File: src/rtl/lsdr_pkg.sv
`timescale 1ns / 1ps

package lsdr_pkg;

    localparam int CFG_INDEX_W = 3;
    localparam int CFG_DATA_W  = 16;
    localparam int DEB_W       = 8;
    localparam int DIV_W       = 16;

    // Register indexes of the configuration port.
    typedef enum logic [CFG_INDEX_W-1:0] {
        REG_LIMIT_DEBOUNCE = 3'd0,
        REG_TOUCH_DEBOUNCE = 3'd1,
        REG_RESTART_PERIOD = 3'd2,
        REG_POLL_PERIOD    = 3'd3,
        REG_RESEND_PERIOD  = 3'd4
    } cfg_index_t;

    localparam logic [DEB_W-1:0] LIMIT_DEBOUNCE_RST = 8'd20;
    localparam logic [DEB_W-1:0] TOUCH_DEBOUNCE_RST = 8'd50;
    localparam logic [DIV_W-1:0] RESTART_PERIOD_RST = 16'd60000;
    localparam logic [DIV_W-1:0] POLL_PERIOD_RST    = 16'd50;
    localparam logic [DIV_W-1:0] RESEND_PERIOD_RST  = 16'd5000;

    typedef struct packed {
        logic [DEB_W-1:0] limit_debounce_count;
        logic [DEB_W-1:0] touch_debounce_count;
        logic [DIV_W-1:0] restart_period;
        logic [DIV_W-1:0] poll_period;
        logic [DIV_W-1:0] resend_period;
    } cfg_t;

    typedef struct packed {
        logic fast_tick;
        logic slow_tick;
        logic upper_sensor;
        logic lower_sensor;
        logic touch_sensor;
    } in_item_t;

    typedef struct packed {
        logic upper_reached;
        logic lower_reached;
        logic direction;
        logic stop_pulse;
        logic touch_event;
        logic restart_pulse;
        logic poll_pulse;
        logic resend_pulse;
    } out_item_t;

endpackage

File: src/rtl/lsdr_in_if.sv
`timescale 1ns / 1ps

interface lsdr_in_if;
    import lsdr_pkg::*;

    logic     valid;
    logic     ready;
    in_item_t data;

    modport source (output valid, output data, input ready);
    modport sink (input valid, input data, output ready);
endinterface

File: src/rtl/lsdr_out_if.sv
`timescale 1ns / 1ps

interface lsdr_out_if;
    import lsdr_pkg::*;

    logic      valid;
    logic      ready;
    out_item_t data;

    modport source (output valid, output data, input ready);
    modport sink (input valid, input data, output ready);
endinterface

File: src/rtl/limit_switch_debounce_reverser.sv
`timescale 1ns / 1ps

// Path: a transaction accepted into the input register is loaded into the result register when it
// advances, and the consumer takes it from the result register.
// Throughput: one transaction per clock while result.ready does not stall the result register; the
// input and result registers decouple the two channels, and the single-pass update logic between them sets that figure.
// Reset (rst_n, asynchronous, active low) clears all counters, flags and the direction (up),
// empties both registers and loads the configuration registers with their default values.
module limit_switch_debounce_reverser (
    input  logic                               clk,
    input  logic                               rst_n,
    input  logic                               cfg_we,
    input  logic [lsdr_pkg::CFG_INDEX_W-1:0]   cfg_index,
    input  logic [lsdr_pkg::CFG_DATA_W-1:0]    cfg_data,
    lsdr_in_if.sink                            sample,
    lsdr_out_if.source                         result
);
    import lsdr_pkg::*;

    cfg_t      cfg;
    in_item_t  item_reg;
    logic      item_valid_reg;
    out_item_t res_reg;
    logic      res_valid_reg;
    out_item_t core_res;
    logic      advance;

    // The pending item moves to the result register whenever that register is
    // empty or is being emptied in this cycle. The debouncer state is committed
    // at the same edge, so the next item always sees fully updated state.
    assign advance      = item_valid_reg && (!res_valid_reg || result.ready);
    assign sample.ready = !item_valid_reg || advance;

    lsdr_cfg_regs u_cfg_regs (
        .clk       (clk),
        .rst_n     (rst_n),
        .cfg_we    (cfg_we),
        .cfg_index (cfg_index),
        .cfg_data  (cfg_data),
        .cfg       (cfg)
    );

    lsdr_core u_core (
        .clk     (clk),
        .rst_n   (rst_n),
        .advance (advance),
        .item    (item_reg),
        .cfg     (cfg),
        .res     (core_res)
    );

    // Input register: the payload needs no reset, only its valid flag.
    always_ff @(posedge clk)
    begin
        if (sample.valid && sample.ready)
        begin
            item_reg <= sample.data;
        end
    end

    always_ff @(posedge clk or negedge rst_n)
    begin
        if (!rst_n)
        begin
            item_valid_reg <= 1'b0;
        end
        else if (sample.ready)
        begin
            item_valid_reg <= sample.valid;
        end
    end

    // Result register.
    always_ff @(posedge clk)
    begin
        if (advance)
        begin
            res_reg <= core_res;
        end
    end

    always_ff @(posedge clk or negedge rst_n)
    begin
        if (!rst_n)
        begin
            res_valid_reg <= 1'b0;
        end
        else if (advance)
        begin
            res_valid_reg <= 1'b1;
        end
        else if (result.ready)
        begin
            res_valid_reg <= 1'b0;
        end
    end

    assign result.valid = res_valid_reg;
    assign result.data  = res_reg;

`ifndef SYNTHESIS
    // A stop always comes with the limit flag that caused it.
    assert property (@(posedge clk) disable iff (!rst_n)
        advance && core_res.stop_pulse |-> core_res.upper_reached || core_res.lower_reached)
    else $error("stop pulse without a limit flag");

    // Fast-tick work never happens on an item without a fast tick.
    assert property (@(posedge clk) disable iff (!rst_n)
        advance && !item_reg.fast_tick |-> !core_res.stop_pulse && !core_res.restart_pulse)
    else $error("fast-tick result on an item without a fast tick");

    // Slow-tick work never happens on an item without a slow tick.
    assert property (@(posedge clk) disable iff (!rst_n)
        advance && !item_reg.slow_tick
            |-> !core_res.touch_event && !core_res.poll_pulse && !core_res.resend_pulse)
    else $error("slow-tick result on an item without a slow tick");

    // A stalled item stays in the input register unchanged.
    assert property (@(posedge clk) disable iff (!rst_n)
        item_valid_reg && !advance |=> item_valid_reg && $stable(item_reg))
    else $error("pending item lost or changed while stalled");

    // The result register empties only through a completed transaction.
    assert property (@(posedge clk) disable iff (!rst_n)
        $fell(res_valid_reg) |-> $past(result.ready))
    else $error("result dropped without being taken");
`endif

endmodule

File: src/rtl/lsdr_cfg_regs.sv
`timescale 1ns / 1ps

module lsdr_cfg_regs (
    input  logic                               clk,
    input  logic                               rst_n,
    input  logic                               cfg_we,
    input  logic [lsdr_pkg::CFG_INDEX_W-1:0]   cfg_index,
    input  logic [lsdr_pkg::CFG_DATA_W-1:0]    cfg_data,
    output lsdr_pkg::cfg_t                     cfg
);
    import lsdr_pkg::*;

    cfg_t cfg_reg;
    cfg_t cfg_next;

    // Writes to unused indexes are dropped; narrow registers keep the low bits.
    always_comb
    begin
        cfg_next = cfg_reg;
        if (cfg_we)
        begin
            unique case (cfg_index_t'(cfg_index))
                REG_LIMIT_DEBOUNCE: cfg_next.limit_debounce_count = cfg_data[DEB_W-1:0];
                REG_TOUCH_DEBOUNCE: cfg_next.touch_debounce_count = cfg_data[DEB_W-1:0];
                REG_RESTART_PERIOD: cfg_next.restart_period       = cfg_data[DIV_W-1:0];
                REG_POLL_PERIOD:    cfg_next.poll_period          = cfg_data[DIV_W-1:0];
                REG_RESEND_PERIOD:  cfg_next.resend_period        = cfg_data[DIV_W-1:0];
                default:            cfg_next = cfg_reg;
            endcase
        end
    end

    always_ff @(posedge clk or negedge rst_n)
    begin
        if (!rst_n)
        begin
            cfg_reg.limit_debounce_count <= LIMIT_DEBOUNCE_RST;
            cfg_reg.touch_debounce_count <= TOUCH_DEBOUNCE_RST;
            cfg_reg.restart_period       <= RESTART_PERIOD_RST;
            cfg_reg.poll_period          <= POLL_PERIOD_RST;
            cfg_reg.resend_period        <= RESEND_PERIOD_RST;
        end
        else
        begin
            cfg_reg <= cfg_next;
        end
    end

    assign cfg = cfg_reg;

endmodule

File: src/rtl/lsdr_core.sv
`timescale 1ns / 1ps

module lsdr_core (
    input  logic                  clk,
    input  logic                  rst_n,
    input  logic                  advance,
    input  lsdr_pkg::in_item_t    item,
    input  lsdr_pkg::cfg_t        cfg,
    output lsdr_pkg::out_item_t   res
);
    import lsdr_pkg::*;

    logic             upper_prev_reg, upper_prev_next;
    logic             lower_prev_reg, lower_prev_next;
    logic [DEB_W-1:0] upper_count_reg, upper_count_next;
    logic [DEB_W-1:0] lower_count_reg, lower_count_next;
    logic             upper_flag_reg, upper_flag_next;
    logic             lower_flag_reg, lower_flag_next;
    logic             dir_reg, dir_next;
    logic             touch_prev_reg, touch_prev_next;
    logic [DEB_W-1:0] touch_count_reg, touch_count_next;
    logic             touch_latched_reg, touch_latched_next;
    logic [DIV_W-1:0] restart_count_reg, restart_count_next;
    logic [DIV_W-1:0] poll_count_reg, poll_count_next;
    logic [DIV_W-1:0] resend_count_reg, resend_count_next;

    // Increments are one bit wider so that a limit at full scale is still exceeded.
    logic [DEB_W:0] upper_inc, lower_inc, touch_inc;
    logic [DIV_W:0] restart_inc, poll_inc, resend_inc;
    logic           upper_wrap, lower_wrap, touch_wrap;
    logic           restart_wrap, poll_wrap, resend_wrap;

    assign upper_inc    = {1'b0, upper_count_reg} + {{DEB_W{1'b0}}, 1'b1};
    assign lower_inc    = {1'b0, lower_count_reg} + {{DEB_W{1'b0}}, 1'b1};
    assign touch_inc    = {1'b0, touch_count_reg} + {{DEB_W{1'b0}}, 1'b1};
    assign restart_inc  = {1'b0, restart_count_reg} + {{DIV_W{1'b0}}, 1'b1};
    assign poll_inc     = {1'b0, poll_count_reg} + {{DIV_W{1'b0}}, 1'b1};
    assign resend_inc   = {1'b0, resend_count_reg} + {{DIV_W{1'b0}}, 1'b1};

    assign upper_wrap   = upper_inc > {1'b0, cfg.limit_debounce_count};
    assign lower_wrap   = lower_inc > {1'b0, cfg.limit_debounce_count};
    assign touch_wrap   = touch_inc > {1'b0, cfg.touch_debounce_count};
    assign restart_wrap = restart_inc > {1'b0, cfg.restart_period};
    assign poll_wrap    = poll_inc > {1'b0, cfg.poll_period};
    assign resend_wrap  = resend_inc > {1'b0, cfg.resend_period};

    always_comb
    begin
        upper_prev_next    = upper_prev_reg;
        lower_prev_next    = lower_prev_reg;
        upper_count_next   = upper_count_reg;
        lower_count_next   = lower_count_reg;
        upper_flag_next    = upper_flag_reg;
        lower_flag_next    = lower_flag_reg;
        dir_next           = dir_reg;
        touch_prev_next    = touch_prev_reg;
        touch_count_next   = touch_count_reg;
        touch_latched_next = touch_latched_reg;
        restart_count_next = restart_count_reg;
        poll_count_next    = poll_count_reg;
        resend_count_next  = resend_count_reg;
        res                = '0;

        if (item.fast_tick)
        begin
            // The upper limit goes first; the lower limit sees its direction.
            if (item.upper_sensor && upper_prev_reg)
            begin
                if (upper_wrap)
                begin
                    upper_flag_next  = 1'b1;
                    upper_count_next = '0;
                    if (!dir_next)
                    begin
                        dir_next       = 1'b1;
                        res.stop_pulse = 1'b1;
                    end
                end
                else
                begin
                    upper_count_next = upper_inc[DEB_W-1:0];
                end
            end
            else
            begin
                upper_flag_next  = 1'b0;
                upper_count_next = '0;
            end
            upper_prev_next = item.upper_sensor;

            if (item.lower_sensor && lower_prev_reg)
            begin
                if (lower_wrap)
                begin
                    lower_flag_next  = 1'b1;
                    lower_count_next = '0;
                    if (dir_next)
                    begin
                        dir_next       = 1'b0;
                        res.stop_pulse = 1'b1;
                    end
                end
                else
                begin
                    lower_count_next = lower_inc[DEB_W-1:0];
                end
            end
            else
            begin
                lower_flag_next  = 1'b0;
                lower_count_next = '0;
            end
            lower_prev_next = item.lower_sensor;

            if (restart_wrap)
            begin
                restart_count_next = '0;
                res.restart_pulse  = 1'b1;
            end
            else
            begin
                restart_count_next = restart_inc[DIV_W-1:0];
            end
        end

        if (item.slow_tick)
        begin
            // Touched is low; once latched the count holds until release.
            if (!item.touch_sensor && !touch_prev_reg)
            begin
                if (!touch_latched_reg)
                begin
                    if (touch_wrap)
                    begin
                        touch_count_next   = '0;
                        touch_latched_next = 1'b1;
                        res.touch_event    = 1'b1;
                    end
                    else
                    begin
                        touch_count_next = touch_inc[DEB_W-1:0];
                    end
                end
            end
            else
            begin
                touch_latched_next = 1'b0;
                touch_count_next   = '0;
            end
            touch_prev_next = item.touch_sensor;

            if (poll_wrap)
            begin
                poll_count_next = '0;
                res.poll_pulse  = 1'b1;
            end
            else
            begin
                poll_count_next = poll_inc[DIV_W-1:0];
            end

            if (resend_wrap)
            begin
                resend_count_next = '0;
                res.resend_pulse  = 1'b1;
            end
            else
            begin
                resend_count_next = resend_inc[DIV_W-1:0];
            end
        end

        res.upper_reached = upper_flag_next;
        res.lower_reached = lower_flag_next;
        res.direction     = dir_next;
    end

    always_ff @(posedge clk or negedge rst_n)
    begin
        if (!rst_n)
        begin
            upper_prev_reg    <= 1'b0;
            lower_prev_reg    <= 1'b0;
            upper_count_reg   <= '0;
            lower_count_reg   <= '0;
            upper_flag_reg    <= 1'b0;
            lower_flag_reg    <= 1'b0;
            dir_reg           <= 1'b0;
            touch_prev_reg    <= 1'b0;
            touch_count_reg   <= '0;
            touch_latched_reg <= 1'b0;
            restart_count_reg <= '0;
            poll_count_reg    <= '0;
            resend_count_reg  <= '0;
        end
        else if (advance)
        begin
            upper_prev_reg    <= upper_prev_next;
            lower_prev_reg    <= lower_prev_next;
            upper_count_reg   <= upper_count_next;
            lower_count_reg   <= lower_count_next;
            upper_flag_reg    <= upper_flag_next;
            lower_flag_reg    <= lower_flag_next;
            dir_reg           <= dir_next;
            touch_prev_reg    <= touch_prev_next;
            touch_count_reg   <= touch_count_next;
            touch_latched_reg <= touch_latched_next;
            restart_count_reg <= restart_count_next;
            poll_count_reg    <= poll_count_next;
            resend_count_reg  <= resend_count_next;
        end
    end

endmodule
File: src/flat_wrapper.sv
// flat-port wrapper written by rule: the top's interface ports become plain ports
module limit_switch_debounce_reverser_flat import lsdr_pkg::*;
  (clk, rst_n, cfg_we, cfg_index, cfg_data, sample_valid, sample_data, sample_ready, result_valid, result_data, result_ready);
  lsdr_in_if sample_i ();
  lsdr_out_if result_i ();
  input  logic clk;
  input  logic rst_n;
  input  logic cfg_we;
  input  logic [lsdr_pkg::CFG_INDEX_W-1:0] cfg_index;
  input  logic [lsdr_pkg::CFG_DATA_W-1:0] cfg_data;
  input wire logic [$bits(sample_i.valid)-1:0] sample_valid;
  input wire logic [$bits(sample_i.data)-1:0] sample_data;
  output wire logic [$bits(sample_i.ready)-1:0] sample_ready;
  output wire logic [$bits(result_i.valid)-1:0] result_valid;
  output wire logic [$bits(result_i.data)-1:0] result_data;
  input wire logic [$bits(result_i.ready)-1:0] result_ready;
  assign sample_i.valid = sample_valid;
  assign sample_i.data = sample_data;
  assign sample_ready = sample_i.ready;
  assign result_valid = result_i.valid;
  assign result_data = result_i.data;
  assign result_i.ready = result_ready;
  limit_switch_debounce_reverser u_core (.clk(clk), .rst_n(rst_n), .cfg_we(cfg_we), .cfg_index(cfg_index), .cfg_data(cfg_data), .sample(sample_i), .result(result_i));
endmodule
File: config.mk
export PLATFORM = sky130hd
export DESIGN_NAME = limit_switch_debounce_reverser_flat
export DESIGN_NICKNAME = d
export VERILOG_FILES = /design/src/rtl/lsdr_pkg.sv /design/src/rtl/lsdr_in_if.sv /design/src/rtl/lsdr_out_if.sv /design/src/rtl/limit_switch_debounce_reverser.sv /design/src/rtl/lsdr_cfg_regs.sv /design/src/rtl/lsdr_core.sv /design/src/flat_wrapper.sv
export SDC_FILE = /design/constraint.sdc
export NUM_CORES = 1
export LEC_CHECK = 0
export BUFFER_PORTS_ARGS = -buffer_cell sky130_fd_sc_hd__clkbuf_2
export CAP_MARGIN = 10
export CORE_MARGIN = 2
export CORE_UTILIZATION = 50
export DETAILED_ROUTE_END_ITERATION = 16
export GPL_ROUTABILITY_DRIVEN = 0
export PLACE_DENSITY = 0.69
export SLEW_MARGIN = 5
export SYNTH_ARGS = -nofsm -noshare
export SYNTH_HDL_FRONTEND = slang
export SYNTH_HIERARCHICAL = 1
export SYNTH_SLANG_ARGS = --single-unit
export TNS_END_PERCENT = 20
File: constraint.sdc
create_clock -name clk -period 3.8 [get_ports clk]
set_clock_uncertainty 0.1 [all_clocks]
set_input_delay 0.57 -clock clk [delete_from_list [all_inputs] [get_ports clk]]
set_output_delay 0.57 -clock clk [all_outputs]
set_load 0.1 [all_outputs]
==> results of run 1 <==
[area by class of cell]
cell class / count / area [um2] / area share
Tap cell: 229 / 286.5 / 0.02711
Multi-Input combinational cell: 671 / 4938 / 0.4673
Inverter: 70 / 262.8 / 0.02486
Antenna cell: 1 / 2.502 / 0.0002368
Timing Repair Buffer: 68 / 434.2 / 0.04108
Clock inverter: 12 / 132.6 / 0.01255
Clock buffer: 20 / 467.9 / 0.04428
Sequential cell: 158 / 4044 / 0.3826
[report_power, final]
group	switching, mW	internal (mW)	leakage (nW)
registers	0.206	1.99	1.96
logic	0.689	0.540	2.93
clock network	0.715	1.03	0.285
total	1.61	3.56	5.18
[kinds of logic (layout without fill, tap and decap cells)]
logic type                 count (synthesis)  in the layout
buffers and inverters                     99            170
DFF                                      158            158
muxes                                     67             67
adders and majority gates                 78             78
other                                      0              1
and+or+nand+nor                          291            291
AOI/OAI and AO/OA                        174            175
xor gates and xnor gates                  60             60
[per-stage QoR]
stage	total power [mW]	area (um2)
3_3_place_gp	3.376	9894
2_1_floorplan	3.085	9338
3_5_place_dp	3.422	9894
6_report	5.167	10570
5_1_grt	5.493	10570
4_1_cts	5.184	10500
[layer usage]
metal | global-route usage | vias up | wire, um
met4 | 0.05947 | 0 | 289
met3 | 0.05401 | 26 | 858
met5 | 0 | - | 0
met2 | 0.3268 | 147 | 9184
met1 | 0.2999 | 3252 | 9693
li1 | - | 3400 | -
[timing repair]
action,4_1_cts,5_1_grt
setup endpoints to repair,0,32
buffers inserted,0,5
hold endpoints to repair,0,0
resized for setup,0,9
[worst max-delay path: cells and delay by family (launching register included)]
kind	cells	cell delay, ns
AO/OA/AOI/OAI	5	1.40
AND/OR/NAND/NOR	4	0.80
adder cells (fa/ha/maj)	2	0.56
flip-flops	1	0.41
buffers and inverters	1	0.16
XOR/XNOR	1	0.14
[worst paths after layout]
check                                                              startpoint                                             to  slack, ns
worst min-delay path                                                    rst_n   u_core/u_core/touch_count_reg[1]$_DFFE_PN0P_     -0.002
worst max register to register  u_core/u_core/resend_count_reg[0]$_DFFE_PN0P_  u_core/u_core/resend_count_reg[2]$_DFFE_PN0P_       0.17
min in group clk                                               sample_data[2]                   u_core/item_reg[2]$_DFFE_PP_       0.21
max in group asynchronous                                               rst_n          u_core/u_cfg_regs/cfg[53]$_DFFE_PN1P_       2.77
worst min register to register       u_core/u_core/lower_prev_reg$_DFFE_PN0P_       u_core/u_core/lower_prev_reg$_DFFE_PN0P_       0.38
worst max-delay path            u_core/u_core/resend_count_reg[0]$_DFFE_PN0P_  u_core/u_core/resend_count_reg[2]$_DFFE_PN0P_       0.17
[cell usage in the layout (no fill, tap or decap), drive strengths merged, types with 21 or more instances in the layout]
cell,Yosys,final
nor2,35,35
o21ai,63,63
ha,78,78
nand3,35,35
nand4,21,21
nand2,104,104
clkbuf,16,57
mux2,66,66
xnor2,33,33
a21oi,35,35
inv,70,73
xor2,27,27
buf,13,31
dfrtp,125,125
==> impl_summary.log, run 1 <==
[metrics] status: finished with violations
[metrics] violations in the final reports: negative hold slack
[metrics] critical path type: reg2reg
[metrics] headroom to the max-slew limit: 0.2240
[metrics] Fin. Hold Viols: 1
[metrics] number of flops mapped to enable cells by yosys: 13
[metrics] synthesized netlist net count: between 1000 and 1500
[metrics] TritonCTS clock tree: built
[metrics] Boundary Pins: 39
[metrics] Final Hold Slack: -0.002071 ns
[metrics] most area-hungry cell type in the Yosys netlist: sky130_fd_sc_hd__dfrtp_1
[metrics] synthesized area per cell: between 10 and 15 um2
[metrics] Post-route DRC: 0
[metrics] number of max-capacitance violations reported: 0
[metrics] fraction of the cycle the final worst path needs: 0.9562
[metrics] cts-stage hold buffer count: 0
[metrics] share of the core filled with cells: 0.5824
[metrics] row cnt: 49
[metrics] main combinational cell family by area after synthesis: simple AND/OR/NAND/NOR gates
[metrics] VDD IR max: about 360 uV
[metrics] vias per inst: approximately 5.6
[metrics] number of global-route vias before repair: 6663
[metrics] critical path, cell by cell: ha_1 -> nand4_1 -> or2_2 -> xnor2_1 -> ha_1 -> a211oi_1 -> nor2_1 -> a2111oi_1 -> o31ai_2 -> a21o_2 -> nor2_2 -> buf_4 -> a22o_1
[metrics] Filler cells: about 1500
[metrics] number of different library cells in the post-synthesis netlist: 69
[metrics] area share of the largest cell type after synthesis: 0.3350
[metrics] Synthesis Warnings: 6
[metrics] Post-Synth Adder-Cell Area: 0.1045
[metrics] top cells by area, synth: sky130_fd_sc_hd__dfrtp_1 (33%), sky130_fd_sc_hd__ha_1 (10%), sky130_fd_sc_hd__mux2_2 (8.0%)
[metrics] root buffer cell: sky130_fd_sc_hd__clkbuf_16
[metrics] CTS Buf Count: 17
[metrics] setup-violating endpoint count in the final report: 0
[metrics] Max Slew Vio Count: 0
[metrics] share of final-layout standard cells stronger than drive strength 1: 0.2132
[metrics] Antenna Nets Post-Route: 0
[metrics] capturing element type of the critical path: flop
[metrics] WL final: roughly 20000 um
[metrics] IO Port Bufs: 38
[metrics] measured slew at the worst slew-check pin: 1.162 ns
[metrics] maximum count of clock buffers along a single path: 2
[metrics] synth-to-layout area growth: 13.19%
[metrics] fraction of the mapped netlist area in compound gates: 0.1201
[metrics] final global-route overflow total: 0
[metrics] GRT Total Usage: 0.2124
[metrics] Power Dens Cells: between 400 and 500 nW/um2
[metrics] portion of the post-synthesis area used by sequential elements: 0.4331
[metrics] number of nets in the layout: around 1100
[metrics] class of the tightest hold or removal check: in2async
[metrics] H-tree depth: 4
[metrics] parity-gate share of the synthesized area counting xor and xnor cells: 0.05628
[metrics] Die ar.: 19790 um2
[metrics] data arrival time of the critical path: just under 4 ns
[metrics] dpl ws: between 0.2 and 0.25 ns
[metrics] Skew-Pair Late Insertion Delay: roughly 0.44 ns
[metrics] critical path fanouts, max: 8
[metrics] critical path required time: just over 4 ns
[metrics] largest stage delay on the critical path: 0.58 ns
[metrics] setup TNS: 0 ns
[metrics] number of flip-flops in the largest register: 64
[metrics] post-synthesis register bit count: between 150 and 200
[metrics] clock slew at reported path FFs: around 0.060 ns
[metrics] placeable core region: between 15000 and 20000 um2
[metrics] async set-or-reset flop fraction in the synthesized netlist: 0.9177
[metrics] Critical Path Source Type: flop
[metrics] largest net degree at the start of global routing: 62
[metrics] post-DP HPWL: ~14000 um
[metrics] synthesized instance count: a little over 900
[metrics] initial core utilization: 0.5145
[metrics] cell count after placement: 1190
[metrics] detailed router's first-iteration violation count: 493
[metrics] Setup WS post-layout: ~0.17 ns
[metrics] top flip-flop cell by instance count after synthesis: sky130_fd_sc_hd__dfrtp_1
[metrics] library cell contributing the largest single delay on the critical path: sky130_fd_sc_hd__a2111oi_1
[metrics] die extent in y: 140.7 um
[metrics] Die X: 140.7 um
[metrics] worst-case reg-to-reg path depth: 13
[metrics] average routed wire per standard cell: around 16 um
[metrics] post-route minimum period: approximately 3.6 ns
[metrics] static leakage: approximately 5.2 nW
[metrics] clk sink count: roughly 160
[metrics] Crit path top cell by count: sky130_fd_sc_hd__ha_1
[metrics] most frequent cells after synthesis: sky130_fd_sc_hd__dfrtp_1 (125), sky130_fd_sc_hd__nand2_1 (103), sky130_fd_sc_hd__ha_1 (78)
[metrics] via count: approximately 7000
[metrics] count of placed standard cells in the final layout, fillers left out: roughly 1200
[metrics] Syn Std Cell Area: 9338 um2
[metrics] simple-gate share of the synthesized area: 0.1605
[metrics] total iterations of the first detailed-routing run: 5
[metrics] multiplexer area fraction after synthesis: 0.08066
[metrics] most frequently used cell type in the post-synthesis netlist: sky130_fd_sc_hd__dfrtp_1
[metrics] wire length of the first global-routing pass: roughly 34000 um
[metrics] number of antenna violations at the first check in global routing: 1
[metrics] highest clock frequency the design can meet: 275.2 MHz
No activity file was read; power rests on OpenSTA's default activity.
==> run 2, diff against run 1 <==
clock period = 3.5 ns   (was 3.8 ns; I/O delays follow)
==> run 2 against run 1 <==
Net effect: clock power is 9% higher; largest power group unchanged; the flow now finishes without violations; sequential share of layout area is 0.83 points lower; global-route usage fell by 0.29 points; power is 10% higher; maximum frequency is 8.5% higher; final cell count is 1.4% higher; first-iteration DRC count shrank 7.7%; design area is 2.2% higher; routed wire length about the same.
==> impl_summary.log, run 2 (synthesized netlist as in run 1, its figures left out) <==
[metrics] post-DP HPWL: 14490 um (+0.53%)
[metrics] Max Slew Vio Count: 0 (unchanged)
[metrics] capturing element type of the critical path: flop
[metrics] Post-route DRC: 0 (unchanged)
[metrics] post-route minimum period: 3.350 ns (-0.2835 ns)
[metrics] number of antenna violations at the first check in global routing: 2 (+1)
[metrics] initial core utilization: 0.5145 (unchanged)
[metrics] number of nets in the layout: 1109 (+1.5%)
[metrics] wire length of the first global-routing pass: 33440 um (-0.29%)
[metrics] most frequent cells in the layout: sky130_fd_sc_hd__dfrtp_1 (124), sky130_fd_sc_hd__nand2_1 (102), sky130_fd_sc_hd__ha_1 (77), sky130_fd_sc_hd__inv_1 (70), sky130_fd_sc_hd__mux2_2 (66)
[metrics] commonest non-fill, non-tap cell in the layout: sky130_fd_sc_hd__dfrtp_1
[metrics] dpl ws: -0.04638 ns (-0.2531 ns)
[metrics] clk sink count: 158 (unchanged)
[metrics] via count: 6982 (+2.3%)
[metrics] number of max-capacitance violations reported: 0 (unchanged)
[metrics] CTS Buf Count: 17 (unchanged)
[metrics] Final Hold Slack: 0.1707 ns (+0.1728 ns)
[metrics] total iterations of the first detailed-routing run: 5 (unchanged)
[metrics] share of final-layout standard cells stronger than drive strength 1: 0.2384 (+0.02521)
[metrics] setup-violating endpoint count in the final report: 0 (unchanged)
[metrics] largest stage delay on the critical path: 0.40 ns (-0.18 ns)
[metrics] TritonCTS clock tree: built
[metrics] die extent in y: 140.7 um (unchanged)
[metrics] highest clock frequency the design can meet: 298.5 MHz (+8.5%)
[metrics] Antenna Nets Post-Route: 0 (unchanged)
[metrics] critical path, cell by cell: and3_4 -> nand3_1 -> nor2_2 -> and3_2 -> xor2_1 -> ha_1 -> a211oi_2 -> nor2_1 -> o311a_1 -> a211o_1 -> a32o_4 -> nand2b_1 -> o31ai_2
[metrics] final global-route overflow total: 0 (unchanged)
[metrics] status: complete, no violations
[metrics] Die X: 140.7 um (unchanged)
[metrics] placeable core region: 18150 um2 (unchanged)
[metrics] critical path type: reg2reg
[metrics] cell count after placement: 1203 (+1.1%)
[metrics] clock slew at reported path FFs: 0.06 ns (about the same)
[metrics] static leakage: 5.285 nW (+2.1%)
[metrics] critical path fanouts, max: 16 (+8)
[metrics] row cnt: 49 (unchanged)
[metrics] number of global-route vias before repair: 6747 (+1.3%)
[metrics] Boundary Pins: 39 (unchanged)
[metrics] class of the tightest hold or removal check: in2reg
[metrics] synth-to-layout area growth: 15.73%
[metrics] VDD IR max: 383.9 uV (+6.6%)
[metrics] library cell contributing the largest single delay on the critical path: sky130_fd_sc_hd__dfrtp_1
[metrics] Skew-Pair Late Insertion Delay: 0.43 ns (about the same)
[metrics] detailed router's first-iteration violation count: 455 (-7.7%)
[metrics] maximum count of clock buffers along a single path: 2 (unchanged)
[metrics] root buffer cell: sky130_fd_sc_hd__clkbuf_16
[metrics] vias per inst: 5.604 (+0.90%)
[metrics] average routed wire per standard cell: 16.06 um (-1.4%)
[metrics] number of flip-flops in the largest register: 64 (unchanged)
[metrics] Die ar.: 19790 um2 (unchanged)
[metrics] total design power: 5.706 mW (+10%)
[metrics] Filler cells: 1545 (-0.26%)
[metrics] data arrival time of the critical path: 3.59 ns (-0.32 ns)
[metrics] worst setup slack for register-to-register paths: 0.15 ns (-0.02 ns)
[metrics] Power Dens Cells: 528.0 nW/um2 (+8.0%)
[metrics] critical path required time: 3.74 ns (-0.33 ns)
[metrics] IO Port Bufs: 38 (unchanged)
[metrics] fraction of the cycle the final worst path needs: 0.9571 (about the same)
[metrics] Critical Path Source Type: flop
[metrics] GRT Total Usage: 0.2095 (-0.002939)
[metrics] Setup WS post-layout: 0.1501 ns (-0.01646 ns)
[metrics] largest net degree at the start of global routing: 65 (+4.8%)
[metrics] headroom to the max-slew limit: 0.5943 (+0.3703)
[metrics] count of placed standard cells in the final layout, fillers left out: 1246 (+1.4%)
[metrics] H-tree depth: 4 (unchanged)
[metrics] WL final: 20010 um (about the same)
[metrics] measured slew at the worst slew-check pin: 0.6063 ns (-0.5560 ns)
[metrics] Fin. Hold Viols: 0 (-1)
## run 2: cell types whose count changed in the layout (fill, tap and decap cells not counted), sizes merged
cell,delta
buf,+16
clkbuf,+5
clkinvlp,-3
inv,-3
a21o,-1
bufinv,+1
diode,+1
dlygate4sd3,+1
## run 2: final timing paths
kind | start | endpoint | cells after the start
max reg2reg | u_core/u_core/poll_count_reg[3]$_DFFE_PN0P_ | u_core/u_core/poll_count_reg[12]$_DFFE_PN0P_ | 13
max | u_core/u_core/poll_count_reg[3]$_DFFE_PN0P_ | u_core/u_core/poll_count_reg[12]$_DFFE_PN0P_ | 13
min reg2reg | u_core/item_reg[1]$_DFFE_PP_ | u_core/u_core/lower_prev_reg$_DFFE_PN0P_ | 2
min | sample_data[3] | u_core/item_reg[3]$_DFFE_PP_ | 1
max in group asynchronous | rst_n | u_core/u_cfg_regs/cfg[58]$_DFFE_PN1P_ | 3
min in group asynchronous | rst_n | u_core/u_cfg_regs/cfg[48]$_DFFE_PN0P_ | 2
## run 2: layer usage
metal / global-route usage / vias up / part of all wire
met2: 0.3291 / 124 / 0.47
met5: 0 / - / 0
met1: 0.2966 / 3411 / 0.48
li1: - / 3429 / -
met4: 0.05684 / 0 / 0.012
met3: 0.04416 / 18 / 0.040
## run 2: repair_timing
| action | in CTS | in global routing |
|---|---|---|
| hold endpoints to repair | 7 | 0 |
| pin swaps | 0 | 11 |
| hold buffers | 1 | 0 |
| setup endpoints to repair | 11 | 51 |
| buffers inserted | 0 | 8 |
| resized for setup | 2 | 39 |
## run 2: final cells by class
cell class                      count  area (um2)  share of cell area
Sequential cell                   158        4045              0.3743
Clock buffer                       25       485.5             0.04492
Tap cell                          229       286.5             0.02651
Multi-Input combinational cell    670        5050              0.4673
Timing Repair Buffer               85       559.3             0.05175
Clock inverter                      7       112.6             0.01042
Inverter                           70       262.8             0.02431
Antenna cell                        2       5.005           0.0004631
## run 2: stage by stage
stage | cell area, um2 | utilization | setup TNS (ns)
4_1_cts | 10590 | 0.5838 | 0
3_5_place_dp | 9980 | 0.5499 | -0.2314
5_1_grt | 10800 | 0.5952 | -0.1002
2_1_floorplan | 9338 | - | 0
3_3_place_gp | 9980 | 0.5499 | 0
6_report | 10810 | 0.5955 | 0
## run 2: power by group
group	switching [mW]	internal, mW
registers	0.197	2.16
logic	0.809	0.645
clock network	0.715	1.18
## run 2: critical path: cells and delay by family (launching register included)
family,cells,cell delay (ns)
xor+xnor,1,0.17
simple gates,6,0.99
flops,1,0.40
fa+ha+maj,1,0.27
compound gates,5,1.31
==> run 3, diff against run 2 <==
REMOVE_ABC_BUFFERS = 1   (was not set)
==> run 3 against run 2 <==
Net effect: the flow now finishes with violations (negative hold slack); routed wire length up 1.6%; clock-buffer cell count down 4; via count up 0.87%; sequential share of layout area up 0.21 points; global-route usage down 0.17 points.
==> impl_summary.log, run 3 (synthesized netlist as in run 1, its figures left out) <==
[metrics] class of the tightest hold or removal check: in2async
[metrics] post-DP HPWL: 14490 um (about the same)
[metrics] critical path fanouts, max: 8 (-8)
[metrics] cts-stage hold buffer count: 0 (-1)
[metrics] worst setup path startpoint: u_core/u_core/poll_count_reg[1]$_DFFE_PN0P_
[metrics] clock slew at reported path FFs: 0.07 ns (about the same)
[metrics] WL final: 20340 um (+1.6%)
[metrics] worst setup slack for register-to-register paths: 0.09 ns (-0.06 ns)
[metrics] critical path required time: 3.74 ns (about the same)
[metrics] root buffer cell: sky130_fd_sc_hd__clkbuf_16
[metrics] measured slew at the worst slew-check pin: 0.6597 ns (+0.05349 ns)
[metrics] share of final-layout standard cells stronger than drive strength 1: 0.2385 (about the same)
[metrics] vias per inst: 5.643 (+0.71%)
[metrics] critical path type: reg2reg
[metrics] post-route minimum period: 3.408 ns (+0.05812 ns)
[metrics] number of max-capacitance violations reported: 0 (unchanged)
[metrics] number of global-route vias before repair: 6782 (+0.52%)
[metrics] die extent in y: 140.7 um (unchanged)
[metrics] Max Slew Vio Count: 0 (unchanged)
[metrics] synth-to-layout area growth: 15.07%
[metrics] count of placed standard cells in the final layout, fillers left out: 1248 (+0.16%)
[metrics] unrepaired setup endpoints after global routing: true
[metrics] CTS Buf Count: 17 (unchanged)
[metrics] IO Port Bufs: 38 (unchanged)
[metrics] Final Hold Slack: -0.008974 ns (-0.1797 ns)
[metrics] fraction of the cycle the final worst path needs: 0.9737 (+0.01661)
[metrics] Die ar.: 19790 um2 (unchanged)
[metrics] share of the core filled with cells: 0.5921 (-0.003378)
[metrics] Power Dens Cells: 513.1 nW/um2 (-2.8%)
[metrics] Skew-Pair Late Insertion Delay: 0.43 ns (about the same)
[metrics] Antenna Nets Post-Route: 0 (unchanged)
[metrics] cell count after placement: 1209 (+0.50%)
[metrics] clk sink count: 158 (unchanged)
[metrics] status: finished with violations
[metrics] Worst R2R Start: u_core/u_core/poll_count_reg[1]$_DFFE_PN0P_
[metrics] most frequent cells in the layout: sky130_fd_sc_hd__dfrtp_1 (124), sky130_fd_sc_hd__nand2_1 (103), sky130_fd_sc_hd__ha_1 (77), sky130_fd_sc_hd__inv_1 (70), sky130_fd_sc_hd__mux2_2 (66)
[metrics] number of antenna violations at the first check in global routing: 0 (-2)
[metrics] detailed router's first-iteration violation count: 454 (-0.22%)
[metrics] static leakage: 5.272 nW (-0.25%)
[metrics] headroom to the max-slew limit: 0.5586 (-0.03579)
[metrics] antenna diode count: 0 (-2)
[metrics] Post-route DRC: 0 (unchanged)
[metrics] number of nets in the layout: 1113 (+0.36%)
[metrics] maximum count of clock buffers along a single path: 2 (unchanged)
[metrics] number of flip-flops in the largest register: 64 (unchanged)
[metrics] average routed wire per standard cell: 16.30 um (+1.5%)
[metrics] wire length of the first global-routing pass: 33050 um (-1.2%)
[metrics] highest clock frequency the design can meet: 293.4 MHz (-1.7%)
[metrics] final global-route overflow total: 0 (unchanged)
[metrics] via count: 7043 (+0.87%)
[metrics] H-tree depth: 4 (unchanged)
[metrics] Boundary Pins: 39 (unchanged)
[metrics] largest net degree at the start of global routing: 71 (+9.2%)
[metrics] GRT Total Usage: 0.2078 (-0.001680)
[metrics] Fin. Hold Viols: 3 (+3)
[metrics] Critical Path Source Type: flop
[metrics] total iterations of the first detailed-routing run: 4 (-1)
[metrics] commonest non-fill, non-tap cell in the layout: sky130_fd_sc_hd__dfrtp_1
[metrics] Die X: 140.7 um (unchanged)
[metrics] violations in the final reports: negative hold slack
[metrics] initial core utilization: 0.5145 (unchanged)
[metrics] placeable core region: 18150 um2 (unchanged)
[metrics] row cnt: 49 (unchanged)
[metrics] data arrival time of the critical path: 3.65 ns (+0.06 ns)
[metrics] capturing element type of the critical path: flop
[metrics] TritonCTS clock tree: built
[metrics] VDD IR max: 414.6 uV (+8.0%)
[metrics] setup-violating endpoint count in the final report: 0 (unchanged)
## run 3: cell types whose count changed in the layout (fill, tap and decap cells not counted), sizes merged, moves of 2 or more
| cell | previous run | this run |
|---|---|---|
| bufinv | 3 | 1 |
| clkinv | 3 | 7 |
| buf | 47 | 51 |
| clkbuf | 62 | 58 |
| diode | 2 | 0 |
| clkinvlp | 1 | 3 |
## run 3: power breakdown
group / internal [mW] / switching (mW)
Combinational: 0.643 / 0.789
Sequential: 2.16 / 0.213
Clock: 0.974 / 0.732
Total: 3.78 / 1.73
## run 3: path summary, 6_finish.rpt
| check | endpoint | depth (start not counted) |
|---|---|---|
| worst max-delay path | u_core/u_core/poll_count_reg[12]$_DFFE_PN0P_ | 12 |
| worst min-delay path | u_core/u_core/poll_count_reg[10]$_DFFE_PN0P_ | 1 |
| worst max register to register | u_core/u_core/poll_count_reg[12]$_DFFE_PN0P_ | 12 |
| worst min register to register | u_core/u_core/upper_prev_reg$_DFFE_PN0P_ | 2 |
| max in group asynchronous | u_core/u_cfg_regs/cfg[43]$_DFFE_PN1P_ | 2 |
| min in group clk | u_core/item_reg[2]$_DFFE_PP_ | 1 |
## run 3: layer usage
layer  global-route usage  up-vias  wire, um
met5                    0        -         0
met1               0.2894     3446      9748
met2               0.3335      142      9525
met3              0.04348       13       866
li1                     -     3442         -
met4              0.05316        0       204
## run 3: timing repair
| item | CTS | global route |
|---|---|---|
| buffers inserted | 0 | 6 |
| gates resized for setup | 1 | 26 |
| endpoints found under the setup margin | 10 | 50 |
| pin swaps | 0 | 6 |
| gates cloned | 0 | 1 |
| hold endpoints to repair | 0 | 0 |
## run 3: final cells by class
class	count	area [um2]
flip-flops and latches	158	4045
clock inverters	11	97.59
clock buffers	21	440.4
fillers	1568	7402
multi-input cells	671	5041
repair buffers	88	571.8
well taps	229	286.5
inverters	70	262.8
## run 3: critical path, cell delays in order, from the launching register on
cell	delay, ns
sky130_fd_sc_hd__dfrtp_1	0.47
sky130_fd_sc_hd__ha_4	0.18
sky130_fd_sc_hd__nand2_1	0.08
sky130_fd_sc_hd__nor3_2	0.21
sky130_fd_sc_hd__and3_4	0.22
sky130_fd_sc_hd__xor2_2	0.19
sky130_fd_sc_hd__ha_1	0.28
sky130_fd_sc_hd__a21o_1	0.18
sky130_fd_sc_hd__o311a_1	0.34
sky130_fd_sc_hd__a211o_1	0.34
sky130_fd_sc_hd__a32o_4	0.33
sky130_fd_sc_hd__nand2b_1	0.20
sky130_fd_sc_hd__o31ai_2	0.18
## run 3: through the flow
| stage | setup TNS [ns] | hold slack, ns | cell area, um2 | power (mW) | setup WS [ns] |
|---|---|---|---|---|---|
| floorplan | -0.5452 | 0.1294 | 9181 | 3.319 | -0.1109 |
| global placement | -0.09415 | 0.3571 | 10020 | 3.715 | -0.03277 |
| detailed placement | -0.5646 | 0.3647 | 10020 | 3.760 | -0.07457 |
| CTS | 0 | 0.01749 | 10570 | 5.489 | 0.007426 |
| global route | -0.1844 | 0.03102 | 10750 | 5.857 | -0.06807 |
| finish | 0 | -0.008974 | 10750 | 5.514 | 0.09194 |
